### src/rtl/combperm_pkg.sv
// Shared types and constants for the combinations and permutations unit.
// Used by combinations_permutations_unit; depends on nothing else.
`timescale 1ns / 1ps

package combperm_pkg;

  // Field widths of the request and the result.
  localparam int unsigned N_W     = 5;
  localparam int unsigned COUNT_W = 62;

  // Largest n or r that is answered.
  localparam logic [N_W-1:0] MAX_N = N_W'(20);

  // Every partial product i * C(m, i) of the combinations loop stays below 2^22.
  localparam int unsigned DIV_W     = 22;
  // The divider retires two quotient bits per cycle.
  localparam int unsigned DIV_STEPS = DIV_W / 2;
  localparam int unsigned DSTEP_W   = $clog2(DIV_STEPS + 1);

  // Operation select.
  localparam logic OP_COMB = 1'b0;
  localparam logic OP_PERM = 1'b1;

  typedef struct packed {
    logic           op;
    logic [N_W-1:0] n;
    logic [N_W-1:0] r;
  } req_t;

  typedef struct packed {
    logic [COUNT_W-1:0] count;
    logic               invalid;
  } res_t;

endpackage

### src/rtl/combinations_permutations_unit.sv
// Top level of the combinations and permutations unit: sequencer, shared
// multiplier and a two-bit-per-cycle restoring divider. Depends on combperm_pkg.
`timescale 1ns / 1ps

// Channel   Direction  Signals                 Transfer
// request   in         start, busy, req_i      start high and busy low at a clock edge
// result    out        done_o, res_o           one cycle with done_o high, always taken
//
// nPr multiplies r factors, one per multiply step, then raises the result strobe.
// nCr runs k = min(r, n - r) rounds, at most 10, each a multiply step followed by
// the divider loop, before it raises the strobe.
// A rejected request (r above n, or n or r above MAX_N) answers in the next cycle.
// Reset clears the sequencer and the strobe; busy stays high while an item runs.
// The result receiver cannot stall, so a result never waits.

module combinations_permutations_unit (
  input  logic                clk_i,
  input  logic                rst_ni,
  input  logic                start,
  output logic                busy,
  input  combperm_pkg::req_t  req_i,
  output logic                done_o,
  output combperm_pkg::res_t  res_o
);
  import combperm_pkg::*;

  localparam logic [1:0] ST_IDLE = 2'd0;
  localparam logic [1:0] ST_MUL  = 2'd1;
  localparam logic [1:0] ST_DIV  = 2'd2;

  // One restoring division step: returns the quotient bit over the new remainder.
  function automatic logic [N_W:0] div_step(logic [N_W-1:0] rem, logic din,
                                            logic [N_W-1:0] dvs);
    logic [N_W:0] t;
    t = {rem, din};
    if (t >= {1'b0, dvs}) begin
      div_step = {1'b1, N_W'(t - {1'b0, dvs})};
    end else begin
      div_step = {1'b0, t[N_W-1:0]};
    end
  endfunction

  logic [1:0]         state_q, state_d;
  logic               done_q, done_d;
  logic [N_W-1:0]     cnt_q, cnt_d;
  logic [DSTEP_W-1:0] dstep_q, dstep_d;
  logic               op_q, op_d;
  logic [COUNT_W-1:0] acc_q, acc_d;
  logic [N_W-1:0]     k_q, k_d;
  logic [N_W-1:0]     i_q, i_d;
  logic [DIV_W-1:0]   dvd_q, dvd_d;
  logic [N_W-1:0]     rem_q, rem_d;
  res_t               res_q, res_d;

  logic                   accept;
  logic                   bad;
  logic [N_W-1:0]         n_minus_r;
  logic [N_W-1:0]         r_small;
  logic [COUNT_W+N_W-1:0] prod_w;
  logic [N_W:0]           step_hi, step_lo;

  assign accept = start && !busy;

  // Request screening and the shorter side of the binomial.
  assign bad       = (req_i.n > MAX_N) || (req_i.r > MAX_N) || (req_i.r > req_i.n);
  assign n_minus_r = req_i.n - req_i.r;
  assign r_small   = (req_i.r > n_minus_r) ? n_minus_r : req_i.r;

  // The shared multiplier: running product times the current factor.
  assign prod_w = {{N_W{1'b0}}, acc_q} * {{COUNT_W{1'b0}}, k_q};

  // Two chained divide steps on the narrow remainder.
  assign step_hi = div_step(rem_q, dvd_q[DIV_W-1], i_q);
  assign step_lo = div_step(step_hi[N_W-1:0], dvd_q[DIV_W-2], i_q);

  // Sequencer and datapath next values.
  always_comb begin
    state_d = state_q;
    done_d  = 1'b0;
    cnt_d   = cnt_q;
    dstep_d = dstep_q;
    op_d    = op_q;
    acc_d   = acc_q;
    k_d     = k_q;
    i_d     = i_q;
    dvd_d   = dvd_q;
    rem_d   = rem_q;
    res_d   = res_q;
    case (state_q)
      ST_IDLE: begin
        if (accept) begin
          op_d  = req_i.op;
          acc_d = COUNT_W'(1);
          i_d   = N_W'(1);
          if (bad) begin
            res_d.count   = '0;
            res_d.invalid = 1'b1;
            done_d        = 1'b1;
          end else if (req_i.op == OP_PERM) begin
            cnt_d   = req_i.r;
            k_d     = n_minus_r + N_W'(1);
            state_d = ST_MUL;
          end else begin
            cnt_d   = r_small;
            k_d     = req_i.n - r_small + N_W'(1);
            state_d = ST_MUL;
          end
        end
      end
      ST_MUL: begin
        if (cnt_q == '0) begin
          res_d.count   = acc_q;
          res_d.invalid = 1'b0;
          done_d        = 1'b1;
          state_d       = ST_IDLE;
        end else if (op_q == OP_PERM) begin
          acc_d = prod_w[COUNT_W-1:0];
          k_d   = k_q + N_W'(1);
          cnt_d = cnt_q - N_W'(1);
        end else begin
          // The partial product goes to the divider, which divides it by i.
          dvd_d   = prod_w[DIV_W-1:0];
          rem_d   = '0;
          dstep_d = DSTEP_W'(DIV_STEPS);
          state_d = ST_DIV;
        end
      end
      ST_DIV: begin
        dvd_d   = {dvd_q[DIV_W-3:0], step_hi[N_W], step_lo[N_W]};
        rem_d   = step_lo[N_W-1:0];
        dstep_d = dstep_q - DSTEP_W'(1);
        if (dstep_q == DSTEP_W'(1)) begin
          // The last step leaves the exact quotient in the dividend register.
          acc_d   = COUNT_W'({dvd_q[DIV_W-3:0], step_hi[N_W], step_lo[N_W]});
          k_d     = k_q + N_W'(1);
          i_d     = i_q + N_W'(1);
          cnt_d   = cnt_q - N_W'(1);
          state_d = ST_MUL;
        end
      end
      default: begin
        state_d = ST_IDLE;
      end
    endcase
  end

  // Control registers.
  always_ff @(posedge clk_i or negedge rst_ni) begin
    if (!rst_ni) begin
      state_q <= ST_IDLE;
      done_q  <= 1'b0;
      cnt_q   <= '0;
      dstep_q <= '0;
    end else begin
      state_q <= state_d;
      done_q  <= done_d;
      cnt_q   <= cnt_d;
      dstep_q <= dstep_d;
    end
  end

  // Datapath registers.
  always_ff @(posedge clk_i) begin
    op_q  <= op_d;
    acc_q <= acc_d;
    k_q   <= k_d;
    i_q   <= i_d;
    dvd_q <= dvd_d;
    rem_q <= rem_d;
    res_q <= res_d;
  end

  assign busy   = (state_q != ST_IDLE);
  assign done_o = done_q;
  assign res_o  = res_q;

`ifndef SYNTH
  // A result only follows an accepted request or work in progress.
  a_done_has_cause: assert property (@(posedge clk_i) disable iff (!rst_ni)
    done_o |-> $past(busy || start))
    else $error("result strobe without a request");

  // A rejected request always reports a zero count.
  a_invalid_zero: assert property (@(posedge clk_i) disable iff (!rst_ni)
    (done_o && res_o.invalid) |-> (res_o.count == '0))
    else $error("invalid result with nonzero count");

  // While dividing, the remainder stays below a nonzero divisor.
  a_div_rem: assert property (@(posedge clk_i) disable iff (!rst_ni)
    (state_q == ST_DIV) |-> ((i_q != '0) && (rem_q < i_q)))
    else $error("divider remainder out of range");

  // The divider always hands back to the multiply step, never straight to idle.
  a_div_exit: assert property (@(posedge clk_i) disable iff (!rst_ni)
    ((state_q == ST_DIV) && (dstep_q == DSTEP_W'(1))) |=> (state_q == ST_MUL))
    else $error("divider exit out of sequence");
`endif

endmodule
### config.mk
export PLATFORM = sky130hd
export DESIGN_NAME = combinations_permutations_unit
export DESIGN_NICKNAME = d
export VERILOG_FILES = /design/src/rtl/combperm_pkg.sv /design/src/rtl/combinations_permutations_unit.sv
export SDC_FILE = /design/constraint.sdc
export NUM_CORES = 1
export LEC_CHECK = 0
export BUFFER_PORTS_ARGS = -buffer_cell sky130_fd_sc_hd__buf_2
export CAP_MARGIN = 20
export CORE_UTILIZATION = 38
export CTS_BUF_LIST = sky130_fd_sc_hd__clkbuf_4
export DETAILED_ROUTE_END_ITERATION = 7
export PLACE_DENSITY = 0.56
export SLEW_MARGIN = 0
export SYNTH_ARGS = -nofsm -noshare
export SYNTH_HDL_FRONTEND = slang
export SYNTH_SLANG_ARGS = --single-unit
### constraint.sdc
create_clock -name clk_i -period 7.2 [get_ports clk_i]
set_input_delay 2.16 -clock clk_i [delete_from_list [all_inputs] [get_ports clk_i]]
set_output_delay 2.16 -clock clk_i [all_outputs]
set_load 0.02 [all_outputs]
Word-level counts from Yosys, hierarchy flattened
Cells that the tools add are included.
{"block": "op_classes", "addsub": 10, "reduce_logical": 18, "multipliers": 1, "n_mux": 48, "n_eq_ne": 12, "order_cmp": 6}
{"op": "62-bit two-way mux", "count": 4}
{"op": "63-bit two-way mux", "count": 3}
{"op": "62-bit case mux with 3 select lines", "count": 1}
{"op": "63-bit case mux with 2 select lines", "count": 1}
{"op": "5-bit two-way mux", "count": 17}
{"op": "62-bit by 5-bit multiplier with 62-bit output", "count": 1}
{"op": "22-bit two-way mux", "count": 2}
{"op": "22-bit case mux with 2 select lines", "count": 1}
{"op": "5-bit case mux with 3 select lines", "count": 2}
{"op": "5-bit by 1-bit adder with 5-bit output (second input constant)", "count": 4}
{"op": "5-bit case mux with 2 select lines", "count": 2}
{"op": "5-bit subtractor", "count": 4}
{"op": "2-bit inequality test (second input constant)", "count": 8}
{"op": "6-bit by 5-bit >= comparator with 1-bit output", "count": 2}
{"op": "6-bit two-way mux", "count": 2}
{"op": "5-bit > comparator", "count": 2}
{"op": "5-bit > comparator (second input constant)", "count": 2}
{"op": "2-bit two-way mux", "count": 5}
{"op": "4-bit two-way mux", "count": 2}
{"op": "4-bit case mux with 2 select lines", "count": 1}
{"op": "4-bit AND reduction", "count": 2}
{"op": "2-bit nonzero test", "count": 4}
{"op": "2-bit case mux with 3 select lines", "count": 1}
{"op": "3-bit AND reduction", "count": 2}
{"op": "17 further kinds", "count": 20}
{"block": "totals", "ff_bits": 175, "output_inout_bits": 65, "input_bits": 14}

Longest topological paths before layout
{"block": "depth", "word_depth": 9, "mapped_depth": 24, "ltp_nobuf": 24}

Worst setup path before layout
No wires, ideal clock.
{"block": "synth_timing", "kind": "input port to flip-flop", "from": "in req_i[1] (netlist name)", "to": "reg res_q (netlist bit res_o[0]), enable pin", "required_ns": 6.716, "arrival_ns": 6.011, "setup_ns": 0.484, "stages": 10, "path_slack_ns": 0.705, "path_cell_list": "inv_1 ha_1 nor2b_1 o21ai_0 a21boi_0 o21ai_0 a221oi_1 nor2b_1 a21oi_1 nor2_1"}
{"block": "synth_between", "elab_chain_cells": 5}
{"element": "start: declaration", "line": "combinations_permutations_unit.sv:21", "text": "input combperm_pkg::req_t req_i,"}
{"element": "5-bit > comparator", "line": "combinations_permutations_unit.sv:65", "text": "assign bad = (req_i.n > MAX_N) || (req_i.r > MAX_N) || (req_i.r > req_i.n);"}
{"element": "1-bit logical OR", "line": "combinations_permutations_unit.sv:65"}
{"element": "1-bit logical OR (*)", "line": "combinations_permutations_unit.sv:65"}
{"element": "2-bit inequality test (no line) (*)"}
{"element": "4-bit AND reduction (no line) (*)"}
{"element": "end signal: assignment", "line": "combinations_permutations_unit.sv:170", "text": "res_q <= res_d;"}
{"element": "end: declaration", "line": "combinations_permutations_unit.sv:53", "text": "res_t res_q, res_d;"}
Every way passes the cells marked *; elsewhere a longest branch is shown, timed or not.
A chain may end at the register's enable or synchronous reset.

Worst setup path in the final report
{"block": "layout_timing", "from": "reg k_q[2]", "to": "reg acc_q[59], data pin"}
{"block": "layout_between", "elab_chain_cells": 4}
{"element": "start: declaration", "line": "combinations_permutations_unit.sv:49", "text": "logic [N_W-1:0] k_q, k_d;"}
{"element": "start signal: assignment", "line": "combinations_permutations_unit.sv:166", "text": "k_q <= k_d;"}
{"element": "62-bit by 5-bit multiplier with 62-bit output", "line": "combinations_permutations_unit.sv:70", "text": "assign prod_w = {{N_W{1'b0}}, acc_q} * {{COUNT_W{1'b0}}, k_q};"}
{"element": "62-bit two-way mux", "line": "combinations_permutations_unit.sv:116", "text": "end else if (op_q == OP_PERM) begin"}
{"element": "62-bit two-way mux", "line": "combinations_permutations_unit.sv:111", "text": "if (cnt_q == '0) begin"}
{"element": "62-bit case mux with 3 select lines", "line": "combinations_permutations_unit.sv:89", "text": "case (state_q)"}
{"element": "via acc_d[59]", "line": "combinations_permutations_unit.sv:48", "text": "logic [COUNT_W-1:0] acc_q, acc_d;"}
{"element": "end signal: assignment", "line": "combinations_permutations_unit.sv:165", "text": "acc_q <= acc_d;"}
{"element": "end: declaration", "line": "combinations_permutations_unit.sv:48"}
The timed path passes the listed nets, and every way through them passes these cells. The select of a mux whose other input is x is not followed.

==> metrics.txt <==
run status finished, final reports clean; RSZ-0062 raised after global routing false; Critical Path RT 7720 ps; synthesis-to-layout area growth 7.137%; number of max-cap violations 0; final net count 2242; clock root buffer clkbuf_4; sequential area share after synthesis 29.11%; Bufs and invs on worst path 3; Num CTS Buffers 17; type of the worst setup path register to register; drt pass-1 iters 5; worst setup margin 1030 ps; Via Count 13150; post-synth top area share 27.43%; setup TNS 0 ps; crit path cell chain buf_4 -> and2_1 -> fa_1 -> fa_1 -> inv_1 -> fa_1 -> inv_1 -> ha_1 -> and3_1 -> o211ai_1 -> o21bai_2 -> o22ai_1 -> nor2_1 -> o21ai_2 -> a31oi_1 -> o21ai_1 -> a311o_1 -> mux2i_1; top post-synthesis cells by count and2_1, inv_1, nand2_1, fa_1, edfxtp_1; initial core utilization 38.42%; Synth area leader edfxtp_1; clk sink count 175; Critical Path Max Stage Delay 980 ps; most instantiated library cell after synthesis and2_1; Residual DRC 0; post-route antenna net violation count 0; WL per Instance 16.46 um; Die Y around 220 um; Yosys warning count 0; synth top area cells edfxtp_1, fa_1, and2_1; max-slew violations 0; Synth Cell Area 0.01785 mm2; Worst path slowest cell edfxtp_1; Tmin final 6170 ps; synthesized area per cell 9.295 um2; period utilization 85.69%; die area 0.04784 mm2; Die Wd roughly 220 um; Syn Nets about 2200; vias in the first global route about 13000; total wire length 42340 um; Clock transition at path regs around 180 ps; Slew headroom 31.18%; first-pass GRT wire length 70540 um; worst setup slack after placement 650.6 ps; RD Place Congestion around 0.85; Yosys cell types 65; worst hold path type register to register; Longest Clk Path Bufs 2; Critical Path End Type register; Arr. time, crit path 6690 ps; cts-stage hold buffer count 0; share of cells above drive strength 1 under 10%; vias per cell 5.112; Syn Inst Count about 1900; Clock Skew 41.37 ps; DRT iter0 DRCs 869; global route overflow 0; core area around 0.046 mm2; initial antenna violation count 4; Placed Area 0.01884 mm2; Crit path top cell by count fa_1; Core Util, Final roughly two fifths; fmax 0.1621 GHz; Hold Vio Cnt, Final 0; Most used DFF post-synth edfxtp_1; GRT Total Usage 18.78%; largest net degree at the start of global routing 75; post-CTS resize count 0; worst slew pin tran 1030 ps; startpoint types register; Setup Viol. Count Final 0; critical-path maximum fanout 25; Finished Cell Area around 0.019 mm2; clock latency on the worst-skew pair 760 ps; Crit path max-delay family adder cells; EDFF count, synth 163; FF-to-FF setup slack 1030 ps; Post-synth ARST share 6.857%; H-tree levels 4; Port Buffer Count between 70 and 80; Setup Buffers After CTS 0; CTS tree yes; IO Count roughly 80; Yosys reg bits ~180; row cnt 79; hpwl dp 31970 um
## worst paths after layout
path,to,cells past startpoint,startpoint
max,acc_q[59]$_DFFE_PP_,18,k_q[2]$_DFFE_PP_
min,dvd_q[4]$_DFFE_PP_,2,dvd_q[2]$_DFFE_PP_
max reg2reg,acc_q[59]$_DFFE_PP_,18,k_q[2]$_DFFE_PP_
min reg2reg,dvd_q[4]$_DFFE_PP_,2,dvd_q[2]$_DFFE_PP_
max in group asynchronous,cnt_q[0]$_DFFE_PN0P_,1,rst_ni
min in group asynchronous,cnt_q[1]$_DFFE_PN0P_,1,rst_ni
## cell families (layout without fill, tap and decap cells)
group | after synthesis | after routing | synth area share [%]
AO/OA/AOI/OAI | 326 | 326 | 11.60
XOR/XNOR | 76 | 76 | 3.730
adder cells (fa/ha/maj) | 279 | 279 | 27.01
buffers and inverters | 361 | 403 | 7.663
flip-flops | 175 | 175 | 29.11
multiplexers | 17 | 17 | 0.9885
other | 0 | 3 | 0
AND/OR/NAND/NOR | 686 | 686 | 19.90
## flip-flops by register name, summed over array words and instances (netlist names)
signal	count
res_o	63
acc_q	62
dvd_q	22
cnt_q	5
i_q	5
k_q	5
rem_q	5
dstep_q	4
state_q	2
done_o	1
op_q	1
## layout make-up
| type | count | area [um2] |
|---|---|---|
| Fill cell | 4720 | 27340 |
| Multi-Input combinational cell | 1384 | 11300 |
| Sequential cell | 175 | 5195 |
| Inverter | 274 | 1028 |
| Tap cell | 607 | 759.5 |
| Timing Repair Buffer | 97 | 558.0 |
| Clock inverter | 15 | 141.4 |
| Clock buffer | 17 | 127.6 |
| Antenna cell | 3 | 7.507 |
## worst reg2reg max path: cells and delay by family, from the launching register on
kind | cells | cell delay, ps
AO/OA/AOI/OAI | 7 | 1650
adder cells (fa/ha/maj) | 4 | 1920
buffers and inverters | 3 | 450
flip-flops | 1 | 980
multiplexers | 1 | 130
AND/OR/NAND/NOR | 3 | 810
## through the flow
stage	hold WS, ps	instances
CTS	561.2	2568
floorplan	476.8	1920
finish	543.2	2572
global placement	523.8	2535
detailed placement	528.4	2536
global route	582.8	2572
## placed cells by master (no fill, tap or decap), types with 9 or more instances in the layout
cell type / count
inv_1: 273
nor2_1: 89
clkbuf_4: 17
edfxtp_1: 163
o21ai_0: 87
a31oi_1: 11
nor3_1: 13
buf_4: 17
a21o_1: 46
nand3_1: 22
xor2_1: 32
and2_1: 296
fa_1: 177
dfrtp_1: 12
nand2_1: 192
mux2i_1: 12
nor2b_1: 14
a211oi_1: 11
nand4_1: 16
xnor2_1: 44
nand2b_1: 12
o21a_1: 10
buf_2: 78
ha_1: 101
a21oi_1: 90
and3_1: 11
o21bai_1: 9
## layer usage
metal	track usage, %	vias to the layer above	part of all wire [%]
met5	0	-	0
met4	5.602	0	1.6
met3	3.257	53	4.2
met2	29.72	235	46
met1	26.15	6557	48
li1	-	6304	-
Power is not shown: default switching activity piles up to over one toggle a cycle in this logic, so the estimate is an artifact.
